`src/rtl/conditional_median_filter_macros.svh`:
```
// Assertion macros for the conditional median filter.
// Needs clk and rst_n in the scope where the macros are used.
`ifndef CONDITIONAL_MEDIAN_FILTER_MACROS_SVH
`define CONDITIONAL_MEDIAN_FILTER_MACROS_SVH

// Checked on every rising edge outside of reset.
`define CMF_ASSERT(lbl, prop, msg) \
  lbl: assert property (@(posedge clk) disable iff (!rst_n) prop) else $error(msg);

// Checked on every rising edge, reset included.
`define CMF_ASSERT_ALWAYS(lbl, prop, msg) \
  lbl: assert property (@(posedge clk) prop) else $error(msg);

`endif

```
`src/rtl/cmf_pkg.sv`:
```
// Shared types and constants of the conditional median filter.
// No dependencies; the RTL files and the testbench refer to it by scoped names.
package cmf_pkg;

  localparam int SAMPLE_W = 16;
  localparam int HW_W     = 3;             // half_width register width
  localparam int HW_MAX   = (1 << HW_W) - 1;
  localparam int FILL_W   = HW_W + 1;      // holds twice the largest half width
  localparam int THR_W    = 16;
  localparam int TAIL_N   = HW_MAX;        // samples a record end can flush
  localparam int QDEPTH   = 4;             // power of two
  localparam int QCW      = $clog2(QDEPTH + 1);
  localparam int ADDR_W   = 3;

  localparam logic REG_HALF_WIDTH = 1'b0;
  localparam logic REG_THRESHOLD  = 1'b1;

  typedef logic signed [SAMPLE_W-1:0] sample_t;

  typedef struct packed {
    logic signed [SAMPLE_W-1:0] sample;
    logic                       last_in_record;
  } in_item_t;

  typedef struct packed {
    logic signed [SAMPLE_W-1:0] filtered_sample;
    logic                       was_replaced;
    logic                       last_out;
  } out_item_t;

  // One classified request travelling from the front end to the back end.
  typedef struct packed {
    logic signed [SAMPLE_W-1:0]           median;
    logic signed [SAMPLE_W-1:0]           center;
    logic [TAIL_N-1:0][SAMPLE_W-1:0]      tail;
    logic                                 use_median;
    logic                                 has_primary;
    logic [HW_W-1:0]                      flush_cnt;
    logic                                 last;
  } job_t;

endpackage

```
`src/rtl/cmf_queue.sv`:
```
// Small register queue that decouples the front end from the back end.
// Depends on cmf_pkg for the job type and the queue depth.
module cmf_queue (
  input  logic                      clk,
  input  logic                      rst_n,
  input  logic                      push,
  input  cmf_pkg::job_t             wr_entry,
  input  logic                      pop,
  output cmf_pkg::job_t             rd_entry,
  output logic                      empty,
  output logic                      full,
  output logic [cmf_pkg::QCW-1:0]   count
);

  localparam int PW = $clog2(cmf_pkg::QDEPTH);

  cmf_pkg::job_t            mem_r [cmf_pkg::QDEPTH];
  logic [PW-1:0]            wr_ptr_r, wr_ptr_nxt;
  logic [PW-1:0]            rd_ptr_r, rd_ptr_nxt;
  logic [cmf_pkg::QCW-1:0]  count_r, count_nxt;

  always_comb begin
    wr_ptr_nxt = push ? wr_ptr_r + PW'(1) : wr_ptr_r;
    rd_ptr_nxt = pop ? rd_ptr_r + PW'(1) : rd_ptr_r;
    count_nxt  = count_r + cmf_pkg::QCW'(push) - cmf_pkg::QCW'(pop);
  end

  always_ff @(posedge clk) begin
    if (!rst_n) begin
      wr_ptr_r <= '0;
      rd_ptr_r <= '0;
      count_r  <= '0;
    end else begin
      wr_ptr_r <= wr_ptr_nxt;
      rd_ptr_r <= rd_ptr_nxt;
      count_r  <= count_nxt;
    end
  end

  always_ff @(posedge clk) begin
    if (push) begin
      mem_r[wr_ptr_r] <= wr_entry;
    end
  end

  assign rd_entry = mem_r[rd_ptr_r];
  assign empty    = (count_r == '0);
  assign full     = (count_r == cmf_pkg::QCW'(cmf_pkg::QDEPTH));
  assign count    = count_r;

endmodule

```
`src/rtl/cmf_front.sv`:
```
// Front end: accepts samples, keeps the sliding window and fill count,
// ranks the window in two stages and hands classified requests to the queue.
// Depends on cmf_pkg.
module cmf_front #(
  parameter int MAX_WINDOW = 15
) (
  input  logic                          clk,
  input  logic                          rst_n,
  input  logic [cmf_pkg::HW_W-1:0]      half_width,
  input  logic                          push,
  output logic                          full,
  input  cmf_pkg::in_item_t             in_item,
  input  logic [cmf_pkg::QCW-1:0]       q_count,
  output logic                          q_push,
  output cmf_pkg::job_t                 q_entry,
  output logic                          m_busy
);

  localparam int HALF_MAX = (MAX_WINDOW - 1) / 2;
  localparam int HEFF     = (HALF_MAX > cmf_pkg::HW_MAX) ? cmf_pkg::HW_MAX : HALF_MAX;
  localparam int SD       = 2 * HEFF;
  localparam int WIN      = SD + 1;
  localparam int RW       = $clog2(WIN);

  logic [cmf_pkg::HW_W-1:0]    h, pend;
  logic [cmf_pkg::FILL_W-1:0]  span, f, len, fill_r, fill_nxt;
  logic                        accept, prim, do_med, emit;

  cmf_pkg::sample_t            store_r [SD];
  cmf_pkg::sample_t            w [WIN];
  logic [WIN-1:0]              mask;
  logic [WIN-1:0][WIN-1:0]     cmp;

  logic                        m_valid_r;
  cmf_pkg::sample_t            m_w_r [WIN];
  logic [WIN-1:0]              m_mask_r;
  logic [WIN-1:0][WIN-1:0]     m_cmp_r;
  logic [cmf_pkg::HW_W-1:0]    m_h_r, m_flush_r;
  logic                        m_prim_r, m_med_r, m_last_r;

  logic [RW-1:0]               rank [WIN];
  cmf_pkg::sample_t            med;

  // Credit check: the queue must have room for the request in the rank stage too.
  assign full   = (int'(q_count) + int'(m_valid_r)) >= cmf_pkg::QDEPTH;
  assign accept = push && !full;

  always_comb begin
    h      = (half_width > cmf_pkg::HW_W'(HEFF)) ? cmf_pkg::HW_W'(HEFF) : half_width;
    span   = {h, 1'b0};
    f      = (fill_r > span) ? span : fill_r;
    len    = f + cmf_pkg::FILL_W'(1);
    pend   = (len < {1'b0, h}) ? len[cmf_pkg::HW_W-1:0] : h;
    prim   = (f >= {1'b0, h});
    do_med = (f == span);
    emit   = prim || in_item.last_in_record;
    fill_nxt = fill_r;
    if (accept) begin
      if (in_item.last_in_record) begin
        fill_nxt = '0;
      end else begin
        fill_nxt = (len >= span) ? span : len;
      end
    end
  end

  // Window: the new sample at place 0, older samples behind it.
  always_comb begin
    w[0] = in_item.sample;
    for (int k = 1; k < WIN; k++) begin
      w[k] = store_r[k-1];
    end
    for (int k = 0; k < WIN; k++) begin
      mask[k] = (cmf_pkg::FILL_W'(k) <= span);
    end
    cmp = '0;
    for (int i = 0; i < WIN; i++) begin
      for (int j = 0; j < i; j++) begin
        cmp[j][i] = (w[j] <= w[i]);
      end
    end
  end

  always_ff @(posedge clk) begin
    if (!rst_n) begin
      fill_r    <= '0;
      m_valid_r <= 1'b0;
    end else begin
      fill_r    <= fill_nxt;
      m_valid_r <= accept && emit;
    end
  end

  always_ff @(posedge clk) begin
    if (accept) begin
      store_r[0] <= in_item.sample;
      for (int k = 1; k < SD; k++) begin
        store_r[k] <= store_r[k-1];
      end
      m_w_r     <= w;
      m_mask_r  <= mask;
      m_cmp_r   <= cmp;
      m_h_r     <= h;
      m_prim_r  <= prim;
      m_med_r   <= do_med;
      m_last_r  <= in_item.last_in_record;
      m_flush_r <= in_item.last_in_record ? pend : '0;
    end
  end

  // Rank every valid sample; equal values are ordered by position so ranks are unique.
  always_comb begin
    for (int i = 0; i < WIN; i++) begin
      rank[i] = '0;
      for (int j = 0; j < WIN; j++) begin
        if (j != i && m_mask_r[j]) begin
          if (j < i) begin
            rank[i] = rank[i] + RW'(m_cmp_r[j][i]);
          end else begin
            rank[i] = rank[i] + RW'(!m_cmp_r[i][j]);
          end
        end
      end
    end
    med = '0;
    for (int i = 0; i < WIN; i++) begin
      if (m_mask_r[i] && rank[i] == RW'(m_h_r)) begin
        med = m_w_r[i];
      end
    end
  end

  assign q_push              = m_valid_r;
  assign m_busy              = m_valid_r;
  assign q_entry.median      = med;
  assign q_entry.center      = m_w_r[RW'(m_h_r)];
  assign q_entry.use_median  = m_med_r;
  assign q_entry.has_primary = m_prim_r;
  assign q_entry.flush_cnt   = m_flush_r;
  assign q_entry.last        = m_last_r;

  for (genvar k = 0; k < cmf_pkg::TAIL_N; k++) begin : g_tail
    if (k < WIN) begin : g_on
      assign q_entry.tail[k] = m_w_r[k];
    end else begin : g_off
      assign q_entry.tail[k] = '0;
    end
  end

endmodule

```
`src/rtl/cmf_back.sv`:
```
// Back end: expands each queued request into its results, applies the
// threshold test and holds the result in the output register.
// Depends on cmf_pkg.
module cmf_back (
  input  logic                         clk,
  input  logic                         rst_n,
  input  logic [cmf_pkg::THR_W-1:0]    threshold,
  input  logic                         q_empty,
  input  cmf_pkg::job_t                q_head,
  output logic                         q_pop,
  output logic                         empty,
  input  logic                         pop,
  output cmf_pkg::out_item_t           out_item
);

  localparam int CW = cmf_pkg::HW_W + 1;
  localparam int SW = cmf_pkg::SAMPLE_W;

  logic [cmf_pkg::HW_W-1:0]  k_r, k_nxt, j, tidx;
  logic [CW-1:0]             n;
  logic                      fin, at_prim, repl, load;
  logic                      out_valid_r, out_valid_nxt;
  logic signed [SW:0]        diff;
  logic [SW:0]               mag;
  cmf_pkg::out_item_t        res, out_r;

  always_comb begin
    n       = CW'(q_head.has_primary) + CW'(q_head.flush_cnt);
    fin     = ({1'b0, k_r} == n - CW'(1));
    at_prim = q_head.has_primary && (k_r == '0);
    j       = k_r - cmf_pkg::HW_W'(q_head.has_primary);
    tidx    = q_head.flush_cnt - cmf_pkg::HW_W'(1) - j;
    diff    = {q_head.median[SW-1], q_head.median} - {q_head.center[SW-1], q_head.center};
    mag     = diff[SW] ? -diff : diff;
    repl    = q_head.use_median && (mag > {1'b0, threshold});

    res.filtered_sample = at_prim ? (repl ? q_head.median : q_head.center)
                                  : q_head.tail[tidx];
    res.was_replaced    = at_prim && repl;
    res.last_out        = fin && q_head.last;

    load  = !q_empty && (!out_valid_r || pop);
    q_pop = load && fin;
    k_nxt = k_r;
    if (load) begin
      k_nxt = fin ? '0 : k_r + cmf_pkg::HW_W'(1);
    end
    out_valid_nxt = out_valid_r;
    if (load) begin
      out_valid_nxt = 1'b1;
    end else if (pop) begin
      out_valid_nxt = 1'b0;
    end
  end

  always_ff @(posedge clk) begin
    if (!rst_n) begin
      k_r         <= '0;
      out_valid_r <= 1'b0;
    end else begin
      k_r         <= k_nxt;
      out_valid_r <= out_valid_nxt;
    end
  end

  always_ff @(posedge clk) begin
    if (load) begin
      out_r <= res;
    end
  end

  assign empty    = !out_valid_r;
  assign out_item = out_r;

endmodule

```
`src/rtl/conditional_median_filter.sv`:
```
// Conditional median filter, top level: configuration registers and the
// front end, queue and back end. Depends on cmf_pkg and the assertion macros.
//
// Usage. Samples enter through a queue-like port: an item is taken on a
// rising edge with push high and full low. Results leave the same way: the
// oldest result sits on out_item while empty is low and is taken on a rising
// edge with pop high. Registers half_width (address 0) and threshold
// (address 4) are written over the APB-style port; the user must write them
// only while the block is idle; the block does not enforce it. A sample's
// first result passes the rank stage, the queue and the output register.
// Throughput is one sample per cycle while full stays low; the sample that
// ends a record also flushes up to half_width held samples, one result per
// cycle while results are popped. The front end compares every pair of
// window samples as a sample is taken and ranks the registered compares in
// the next cycle; a four-entry queue lies between it and the back end.
// If the receiver stops popping, results wait in the output register,
// the queue fills and full rises, and nothing is lost.
// Reset (synchronous, active low) empties the window, the pipeline, the
// queue and the output register, and sets half_width to 1 and threshold to 0.
`include "conditional_median_filter_macros.svh"

module conditional_median_filter #(
  parameter int MAX_WINDOW = 15
) (
  input  logic                           clk,
  input  logic                           rst_n,
  // sample channel
  input  logic                           push,
  output logic                           full,
  input  cmf_pkg::in_item_t              in_item,
  // result channel
  output logic                           empty,
  input  logic                           pop,
  output cmf_pkg::out_item_t             out_item,
  // configuration port
  input  logic                           psel,
  input  logic                           penable,
  input  logic                           pwrite,
  input  logic [cmf_pkg::ADDR_W-1:0]     paddr,
  input  logic [31:0]                    pwdata,
  output logic [31:0]                    prdata,
  output logic                           pready
);

  logic [cmf_pkg::HW_W-1:0]   half_width_r, half_width_nxt;
  logic [cmf_pkg::THR_W-1:0]  threshold_r, threshold_nxt;
  logic                       cfg_wr;

  logic                       q_push, q_pop, q_empty, q_full, m_busy;
  logic [cmf_pkg::QCW-1:0]    q_count;
  cmf_pkg::job_t              q_wr_entry, q_head;

  // Register file. The top address bit selects the register; a write lands
  // on the access phase of the transfer.
  assign pready = 1'b1;
  assign cfg_wr = psel && penable && pwrite && pready;

  always_comb begin
    half_width_nxt = half_width_r;
    threshold_nxt  = threshold_r;
    prdata         = '0;
    unique case (paddr[cmf_pkg::ADDR_W-1])
      cmf_pkg::REG_HALF_WIDTH: begin
        prdata = 32'(half_width_r);
        if (cfg_wr) begin
          half_width_nxt = pwdata[cmf_pkg::HW_W-1:0];
        end
      end
      cmf_pkg::REG_THRESHOLD: begin
        prdata = 32'(threshold_r);
        if (cfg_wr) begin
          threshold_nxt = pwdata[cmf_pkg::THR_W-1:0];
        end
      end
      default: begin
        prdata = '0;
      end
    endcase
  end

  always_ff @(posedge clk) begin
    if (!rst_n) begin
      half_width_r <= cmf_pkg::HW_W'(1);
      threshold_r  <= '0;
    end else begin
      half_width_r <= half_width_nxt;
      threshold_r  <= threshold_nxt;
    end
  end

  // The front end keeps the window and decides, per sample, whether a
  // result is due and how many held samples a record end releases.
  cmf_front #(
    .MAX_WINDOW (MAX_WINDOW)
  ) u_front (
    .clk        (clk),
    .rst_n      (rst_n),
    .half_width (half_width_r),
    .push       (push),
    .full       (full),
    .in_item    (in_item),
    .q_count    (q_count),
    .q_push     (q_push),
    .q_entry    (q_wr_entry),
    .m_busy     (m_busy)
  );

  cmf_queue u_queue (
    .clk      (clk),
    .rst_n    (rst_n),
    .push     (q_push),
    .wr_entry (q_wr_entry),
    .pop      (q_pop),
    .rd_entry (q_head),
    .empty    (q_empty),
    .full     (q_full),
    .count    (q_count)
  );

  // The back end turns each request into one or more results in order.
  cmf_back u_back (
    .clk       (clk),
    .rst_n     (rst_n),
    .threshold (threshold_r),
    .q_empty   (q_empty),
    .q_head    (q_head),
    .q_pop     (q_pop),
    .empty     (empty),
    .pop       (pop),
    .out_item  (out_item)
  );

  // The credit scheme must keep the queue from ever overflowing.
  `CMF_ASSERT(a_queue_no_overflow, q_push |-> !q_full, "queue written while full")
  `CMF_ASSERT(a_queue_no_underflow, q_pop |-> !q_empty, "queue read while empty")
  `CMF_ASSERT(a_credit_bound, (int'(q_count) + int'(m_busy)) <= cmf_pkg::QDEPTH, "credit lost")
  `CMF_ASSERT_ALWAYS(a_reset_empties, !rst_n |=> empty, "result shown right after reset")

endmodule

```
`config.mk`:
```
export PLATFORM = sky130hd
export DESIGN_NAME = conditional_median_filter
export DESIGN_NICKNAME = d
export VERILOG_FILES = /design/src/rtl/cmf_pkg.sv /design/src/rtl/cmf_queue.sv /design/src/rtl/cmf_front.sv /design/src/rtl/cmf_back.sv /design/src/rtl/conditional_median_filter.sv
export VERILOG_INCLUDE_DIRS = /design/src /design/src/rtl
export SDC_FILE = /design/constraint.sdc
export NUM_CORES = 2
export LEC_CHECK = 0
export BUFFER_PORTS_ARGS = -buffer_cell sky130_fd_sc_hd__clkbuf_2
export CAP_MARGIN = 5
export CORE_MARGIN = 2
export CORE_UTILIZATION = 27
export CTS_CLUSTER_SIZE = 10
export DETAILED_ROUTE_END_ITERATION = 8
export PLACE_DENSITY = 0.51
export SYNTH_ARGS = -nofsm -noshare
export SYNTH_HDL_FRONTEND = slang
export SYNTH_SLANG_ARGS = --single-unit
```
`constraint.sdc`:
```
create_clock -name clk -period 15.2 [get_ports clk]
set_clock_uncertainty 0.15 [all_clocks]
set_input_delay 0.76 -clock clk [delete_from_list [all_inputs] [get_ports clk]]
set_output_delay 0.76 -clock clk [all_outputs]
set_load 0.1 [all_outputs]
```
== Yosys cells after proc, flatten, opt, wreduce, memory -nomap -nowiden ==
Memories as Yosys holds them, arrays and structs flattened. A register that Yosys moved wholly into a read port is not among the register bits.
Cells that the tools add are included.

* Eq/ne operators: 17
* Multiplexer cells: 248
* Order comparisons: 129
* Add/subtract/negate cells: 209
* Bitwise operators: 2
* Reduce and logical (&&, ||, !) cells: 140

{| class="wikitable"
|+ Operator list
! operator !! number
|-
| 16-bit less-or-equal comparator || 105
|-
| 4-bit 2-to-1 mux || 198
|-
| 4-bit by 1-bit adder with 4-bit output || 180
|-
| 16-bit 2-to-1 mux || 20
|-
| 1-bit logical NOT || 108
|-
| 16-bit binary-select mux with 4-bit select || 1
|-
| 32-bit case mux with 2 select lines || 1
|-
| 4-bit by 3-bit == test with 1-bit output || 15
|-
| 16-bit binary-select mux with 3-bit select || 1
|-
| 32-bit by 4-bit greater-or-equal comparator with 1-bit output (second input constant) || 1
|-
| 1-bit by 1-bit adder with 2-bit output || 15
|-
| 4-bit less-or-equal comparator (first input constant) || 7
|-
| 1-bit logical AND || 25
|-
| 1-bit 2-to-1 mux || 21
|-
| 17-bit by 16-bit > comparator with 1-bit output || 1
|-
| 17-bit 2-to-1 mux || 1
|-
| 17-bit negation || 1
|-
| 16-bit by 16-bit subtractor with 17-bit output || 1
|-
| 3-bit by 4-bit less-or-equal comparator with 1-bit output (first input constant) || 4
|-
| 3-bit 2-to-1 mux || 3
|-
| 1-bit by 4-bit less-or-equal comparator with 1-bit output (first input constant) || 2
|-
| 2-bit by 4-bit less-or-equal comparator with 1-bit output (first input constant) || 2
|-
| 3-bit logical NOT || 2
|-
| 3-bit by 1-bit subtractor with 3-bit output || 2
|-
| other kinds (24) || 28
|}

* Memories: 2
* Flip-flop bits (word level): 422
* Memory bits (writable): 824
* Output and inout port bits: 53
* Logic and storage cells: 794
* Bits of input ports: 59

{| class="wikitable"
|+ Memories
! name !! words !! bits a word !! read ports !! clocked after Yosys merged registers in !! wr ports !! line !! text
|-
| u_queue.mem_r || 4 || 150 || 1 || 1 || 1 || cmf_queue.sv:17 || <nowiki>cmf_pkg::job_t mem_r [cmf_pkg::QDEPTH];</nowiki>
|-
| u_front.store_r || 14 || 16 || 14 || 0 || 14 || cmf_front.sv:29 || <nowiki>cmf_pkg::sample_t store_r [SD];</nowiki>
|}

== Longest topological paths before layout ==
* Depth after elaboration: 45
* Depth in mapped cells: 63
* Gate-level depth less buffers: 56

== By module ==
Synthesis repeated with hierarchy kept, for this count alone.

* Cells, all modules: 9758
* Area total of the unflattened synthesis: 100762.9 um^2

{| class="wikitable"
|+ By module, submodules not included
! module !! area each (um^2) !! seq. area each (um^2) !! cells each !! times used
|-
| cmf_front || 73409.2 || 11120.7 || 8286 || 1
|-
| cmf_queue || 22063.7 || 18197.5 || 826 || 1
|-
| cmf_back || 4234.1 || 620.6 || 527 || 1
|-
| conditional_median_filter || 1056.0 || 380.4 || 119 || 1
|}

== Worst setup path before layout ==
OpenSTA, ideal clock, no wires.

* Path type: reg2reg
* Start point: reg u_front.m_mask_r[2]
* End point: mem u_queue.mem_r[0][144] (netlist bit) (data pin)
* Path buffers: 8
* Arrival: 10.563 ns
* Stages on the path, launching flop included: 56
* Library setup time: 0.151 ns
* Period minus slack after synthesis: 10.864 ns
* Slack: 4.336 ns
* Data required time: 14.899 ns
* Cell sequence: edfxtp_1 -> buf_4 -> buf_6 -> buf_6 -> buf_2 -> buf_2 -> clkbuf_1 -> clkbuf_1 -> nand2_1 -> nand2_1 -> ha_1 -> nand2_1 -> nand2_1 -> ha_1 -> mux2_2 -> ha_1 -> nor2b_1 -> a31oi_1 -> [20 not listed] -> ha_1 -> a21oi_1 -> nand2_1 -> ha_1 -> nor2_1 -> a31oi_2 -> ha_1 -> and2_1 -> a211o_1 -> a211oi_1 -> or3b_1 -> a211oi_1 -> nor2_1 -> buf_2 -> a211oi_1 -> nand4_1 -> a21bo_1 -> nand3_1

{| class="wikitable"
|+ RTL lines
! element !! line !! text
|-
| from (decl) || cmf_front.sv:36 || <nowiki>logic [WIN-1:0] m_mask_r;</nowiki>
|-
| from (signal assigned) || cmf_front.sv:101 || <nowiki>m_mask_r <= mask;</nowiki>
|-
| to (decl) || cmf_queue.sv:17 ||
|}

==> qor.csv <==
stage,metric,value,unit
floorplanning,I/O pin count,112,
cts,cts bufs inserted,139,
cts,CTS max path bufs,4,
timing,Final setup viols,0,
worst_setup_path,R2R depth,52,
timing,Min Hold Slack,0.0531,ns
cts,"Clk Latency, worst-skew pair",0.84,ns
cts,clock root buffer,clkbuf_16,
routing,WL per Instance,28.3,um
grt,first-pass GRT wire length,579000,um
power_and_ir_drop,Sequential Power Share,26.1,%
timing,setup TNS,0,ns
run,# Max-Cap Violations,0,
synth,sequential area share after synthesis,30.6,%
grt,initial antenna violation count,42,
routing,DRT Wirelength,415000,um
finish,# fillers,37826,
timing,relative slew slack,8.86,%
worst_setup_path,crit path launch type,flip-flop,
outcome,run status,"complete, no violations",
worst_setup_path,Worst EP arrival,13.11,ns
place,RD Place Congestion,0.973,
power_and_ir_drop,sw frac,44.5,%
worst_setup_path,required time worst endpoint,15.58,ns
worst_setup_path,Crit-path slowest cell,and4b_1,
cts,Post-CTS Resized,0,
synth,synth unique cells,123,
routing,post-route ant nets,0,
finish,most frequent cells in the layout,"2112 x ha_1, 983 x edfxtp_1, 627 x a21oi_1, 592 x nand2_1, 509 x inv_1",
synth,"flops & latches, synth",1020,
floorplanning,Die Wd,609,um
power_and_ir_drop,P_leak,46.3,nW
worst_hold_path,worst hold path endpoint,u_front.q_entry[6],
grt,largest net degree at the start of global routing,108,
cts,hold_buf cts,14,
worst_setup_path,element type at the critical path end,flip-flop,
floorplanning,DIE AREA,371000,sq um
cts,Clock transition at path regs,0.05,ns
timing,Highest Clock Rate,0.0786,GHz
floorplanning,Starting Density,27.1,%
timing,max-slew violations,0,
routing,Vias/cell,5.55,
routing,TritonRoute pass-1 iters,7,
synth,largest cells by area after synthesis,"edfxtp_1 30%, ha_1 27%, mux4_2 4.5%, a21oi_1 3.2%, nand4_1 2.6%",
power_and_ir_drop,Internal,8.06,mW
grt,GRT overflow,0,
routing,initial DRC count,9010,
routing,DR DRC count,0,
worst_hold_path,WHS Path Cells,1,
timing,"Hold Vio Cnt, Final",0,
worst_setup_path,CP most frequent cell,ha_1,
worst_setup_path,worst reg2reg endpoint,u_queue.mem_r[2][148],
cts,CTS tree,done,
power_and_ir_drop,NetSw,6.45,mW
floorplanning,# rows,222,
synth,top cell type's share of synthesized area,29.9,%
grt,GR Util All Layers,21.8,%
cts,H-tree depth,4,
synth,synthesized area,98900,sq um
place,Port-buffer cells,76,
synth,Avg Inst Size Synth,10.4,sq um
power_and_ir_drop,Comb power frac,53.1,%
synth,Synth Flop Type,edfxtp_1,
power_and_ir_drop,clock share of power,20.8,%
worst_setup_path,Critical Setup Path Class,flip-flop to flip-flop,
floorplanning,Core Area,365000,sq um
place,HPWL after detailed placement,297000,um
worst_setup_path,R2R Path Start,u_front.m_mask_r[0],
cts,setup bufs post-CTS,0,
timing,min Tclk post-route,12.72,ns
worst_hold_path,Hold Path Class,input pin to flip-flop,
timing,worst slew pin tran,1.35,ns
worst_hold_path,source of the worst hold timing path,in_item[1],
finish,layout cells sized above 1,10.1,%
synth,synthesized instance count,9528,
synth,YS warnings,0,
finish,"commonest non-fill, non-tap cell in the layout",ha_1,
timing,RSZ-0062 raised after global routing,false,
routing,via count,81473,
power_and_ir_drop,Peak supply drop,0.0000899,V
grt,vias in the first global route,75840,
synth,"EDFF count, synth",983,
finish,Area Growth Syn to Fin,11.7,%
worst_setup_path,Worst Path Max Fanout,18,
floorplanning,die height,609,um
worst_setup_path,CP peak stage delay,0.76,ns
worst_setup_path,"reg-to-reg slack, setup",2.48,ns
synth,Yosys top cell by area,edfxtp_1,
synth,fraction of registers with async set/reset,0,%
power_and_ir_drop,Pwr per Cell Area,131,nW/um^2
cts,Num Clock Sinks,1020,
finish,nets,11965,
timing,fin crit share,83.7,%
## sequential cells by signal, summed over array words and instances (netlist names), 2 cells and up, named ones only
register / flops
u_front.m_h_r: 2
u_front.m_cmp_r: 105
u_back.k_r: 3
u_queue.mem_r: 600
u_front.m_flush_r: 3
u_front.q_entry: 105
u_queue.rd_ptr_r: 2
u_queue.count: 3
u_front.m_mask_r: 12
u_front.fill_r: 4
u_back.out_item: 18
u_queue.wr_ptr_r: 2
u_front.store_r: 14
half_width_r: 3
u_front.m_w_r: 121
threshold_r: 16
## per-layer routing
layer	vias up	share of wire (%)	wire, um	global-route usage [%]
met5	-	0.015	63	0
met4	10	7.1	29600	13.4
met3	957	9.3	38700	4.43
met2	3875	41	172000	32.3
met1	39386	42	175000	29.0
li1	37245	-	-	-
## cells by family (layout without fill, tap and decap cells)
kind of cell	Yosys count	count (layout)	share of synthesized area, %
compound gates	2232	2232	14.7
xor+xnor	341	341	3.68
fa+ha+maj	2116	2116	26.8
buf+inv	810	1117	3.46
flops	1020	1020	30.6
mux	352	352	6.19
other cells	2	42	0.00760
simple gates	2655	2655	14.6
## metrics by stage
stage / area [sq um] / power [mW] / cells / setup slack (ns) / util (%)
floorplan: 98900 / 8.81 / 9544 / 4.34 / -
detailed placement: 106000 / 11.4 / 14451 / 2.82 / 29.1
finish: 110000 / 14.5 / 14691 / 2.48 / 30.3
global route: 110000 / 15.4 / 14680 / 1.74 / 30.3
global placement: 106000 / 11.3 / 14451 / 2.95 / 29.1
CTS: 110000 / 14.4 / 14667 / 2.75 / 30.3
## synth_stat cells (90+ instances only)
cell and instances:
nand2b_1 319, xnor2_1 201, and2_1 103, nor3_1 125, nor2b_1 339, ha_1 2112, nor2_1 313, nand2_1 592
clkbuf_1 133, mux4_2 198, o21ai_0 491, nand4_1 406, inv_1 510, o21a_1 164, xor2_1 90, a21oi_1 628
edfxtp_1 983, a21o_1 258, nand3_1 164
## critical path: cells and delay by family (launching register included)
kind | cells | cell delay (ns)
AO/OA/AOI/OAI | 13 | 2.85
adder cells (fa/ha/maj) | 14 | 4.11
buffers and inverters | 2 | 0.15
flip-flops | 1 | 0.60
multiplexers | 1 | 0.33
AND/OR/NAND/NOR | 22 | 4.21
## cell type report
cell class / instances / area, sq um / share of cell area, %
sequential: 1020 / 30300 / 27.4
multi-input combinational: 7714 / 65400 / 59.2
clock inverter: 35 / 337 / 0.305
antenna: 24 / 60.1 / 0.0544
tap: 4816 / 6030 / 5.45
timing repair buffer: 396 / 2840 / 2.57
clock buffer: 167 / 3640 / 3.29
inverter: 519 / 1960 / 1.77
## worst max-delay path by stage
stage / startpoint / to / slack (ns) / cells after the start
2_1_floorplan: u_front.m_mask_r[2] / u_queue.mem_r[0][144] / 4.34 / 55
3_3_place_gp: u_front.m_mask_r[0] / u_queue.mem_r[1][148] / 2.95 / 52
3_5_place_dp: u_front.m_mask_r[0] / u_queue.mem_r[0][148] / 2.82 / 52
4_1_cts: u_front.m_mask_r[0] / u_queue.mem_r[0][148] / 2.75 / 52
5_1_grt: u_front.m_mask_r[0] / u_queue.mem_r[2][144] / 1.74 / 52
6_report: u_front.m_mask_r[0] / u_queue.mem_r[2][148] / 2.48 / 52
## power groups by stage
stage | clock [mW] | combinational (mW) | sequential (mW)
final | 3.01 | 7.71 | 3.79
after CTS | 3.07 | 7.57 | 3.78
after global routing | 3.17 | 8.43 | 3.80
after detailed placement | 0 | 7.53 | 3.84
after floorplan | 0 | 4.85 | 3.96
after global placement | 0 | 7.48 | 3.84
(Power assumes the default switching activity.)
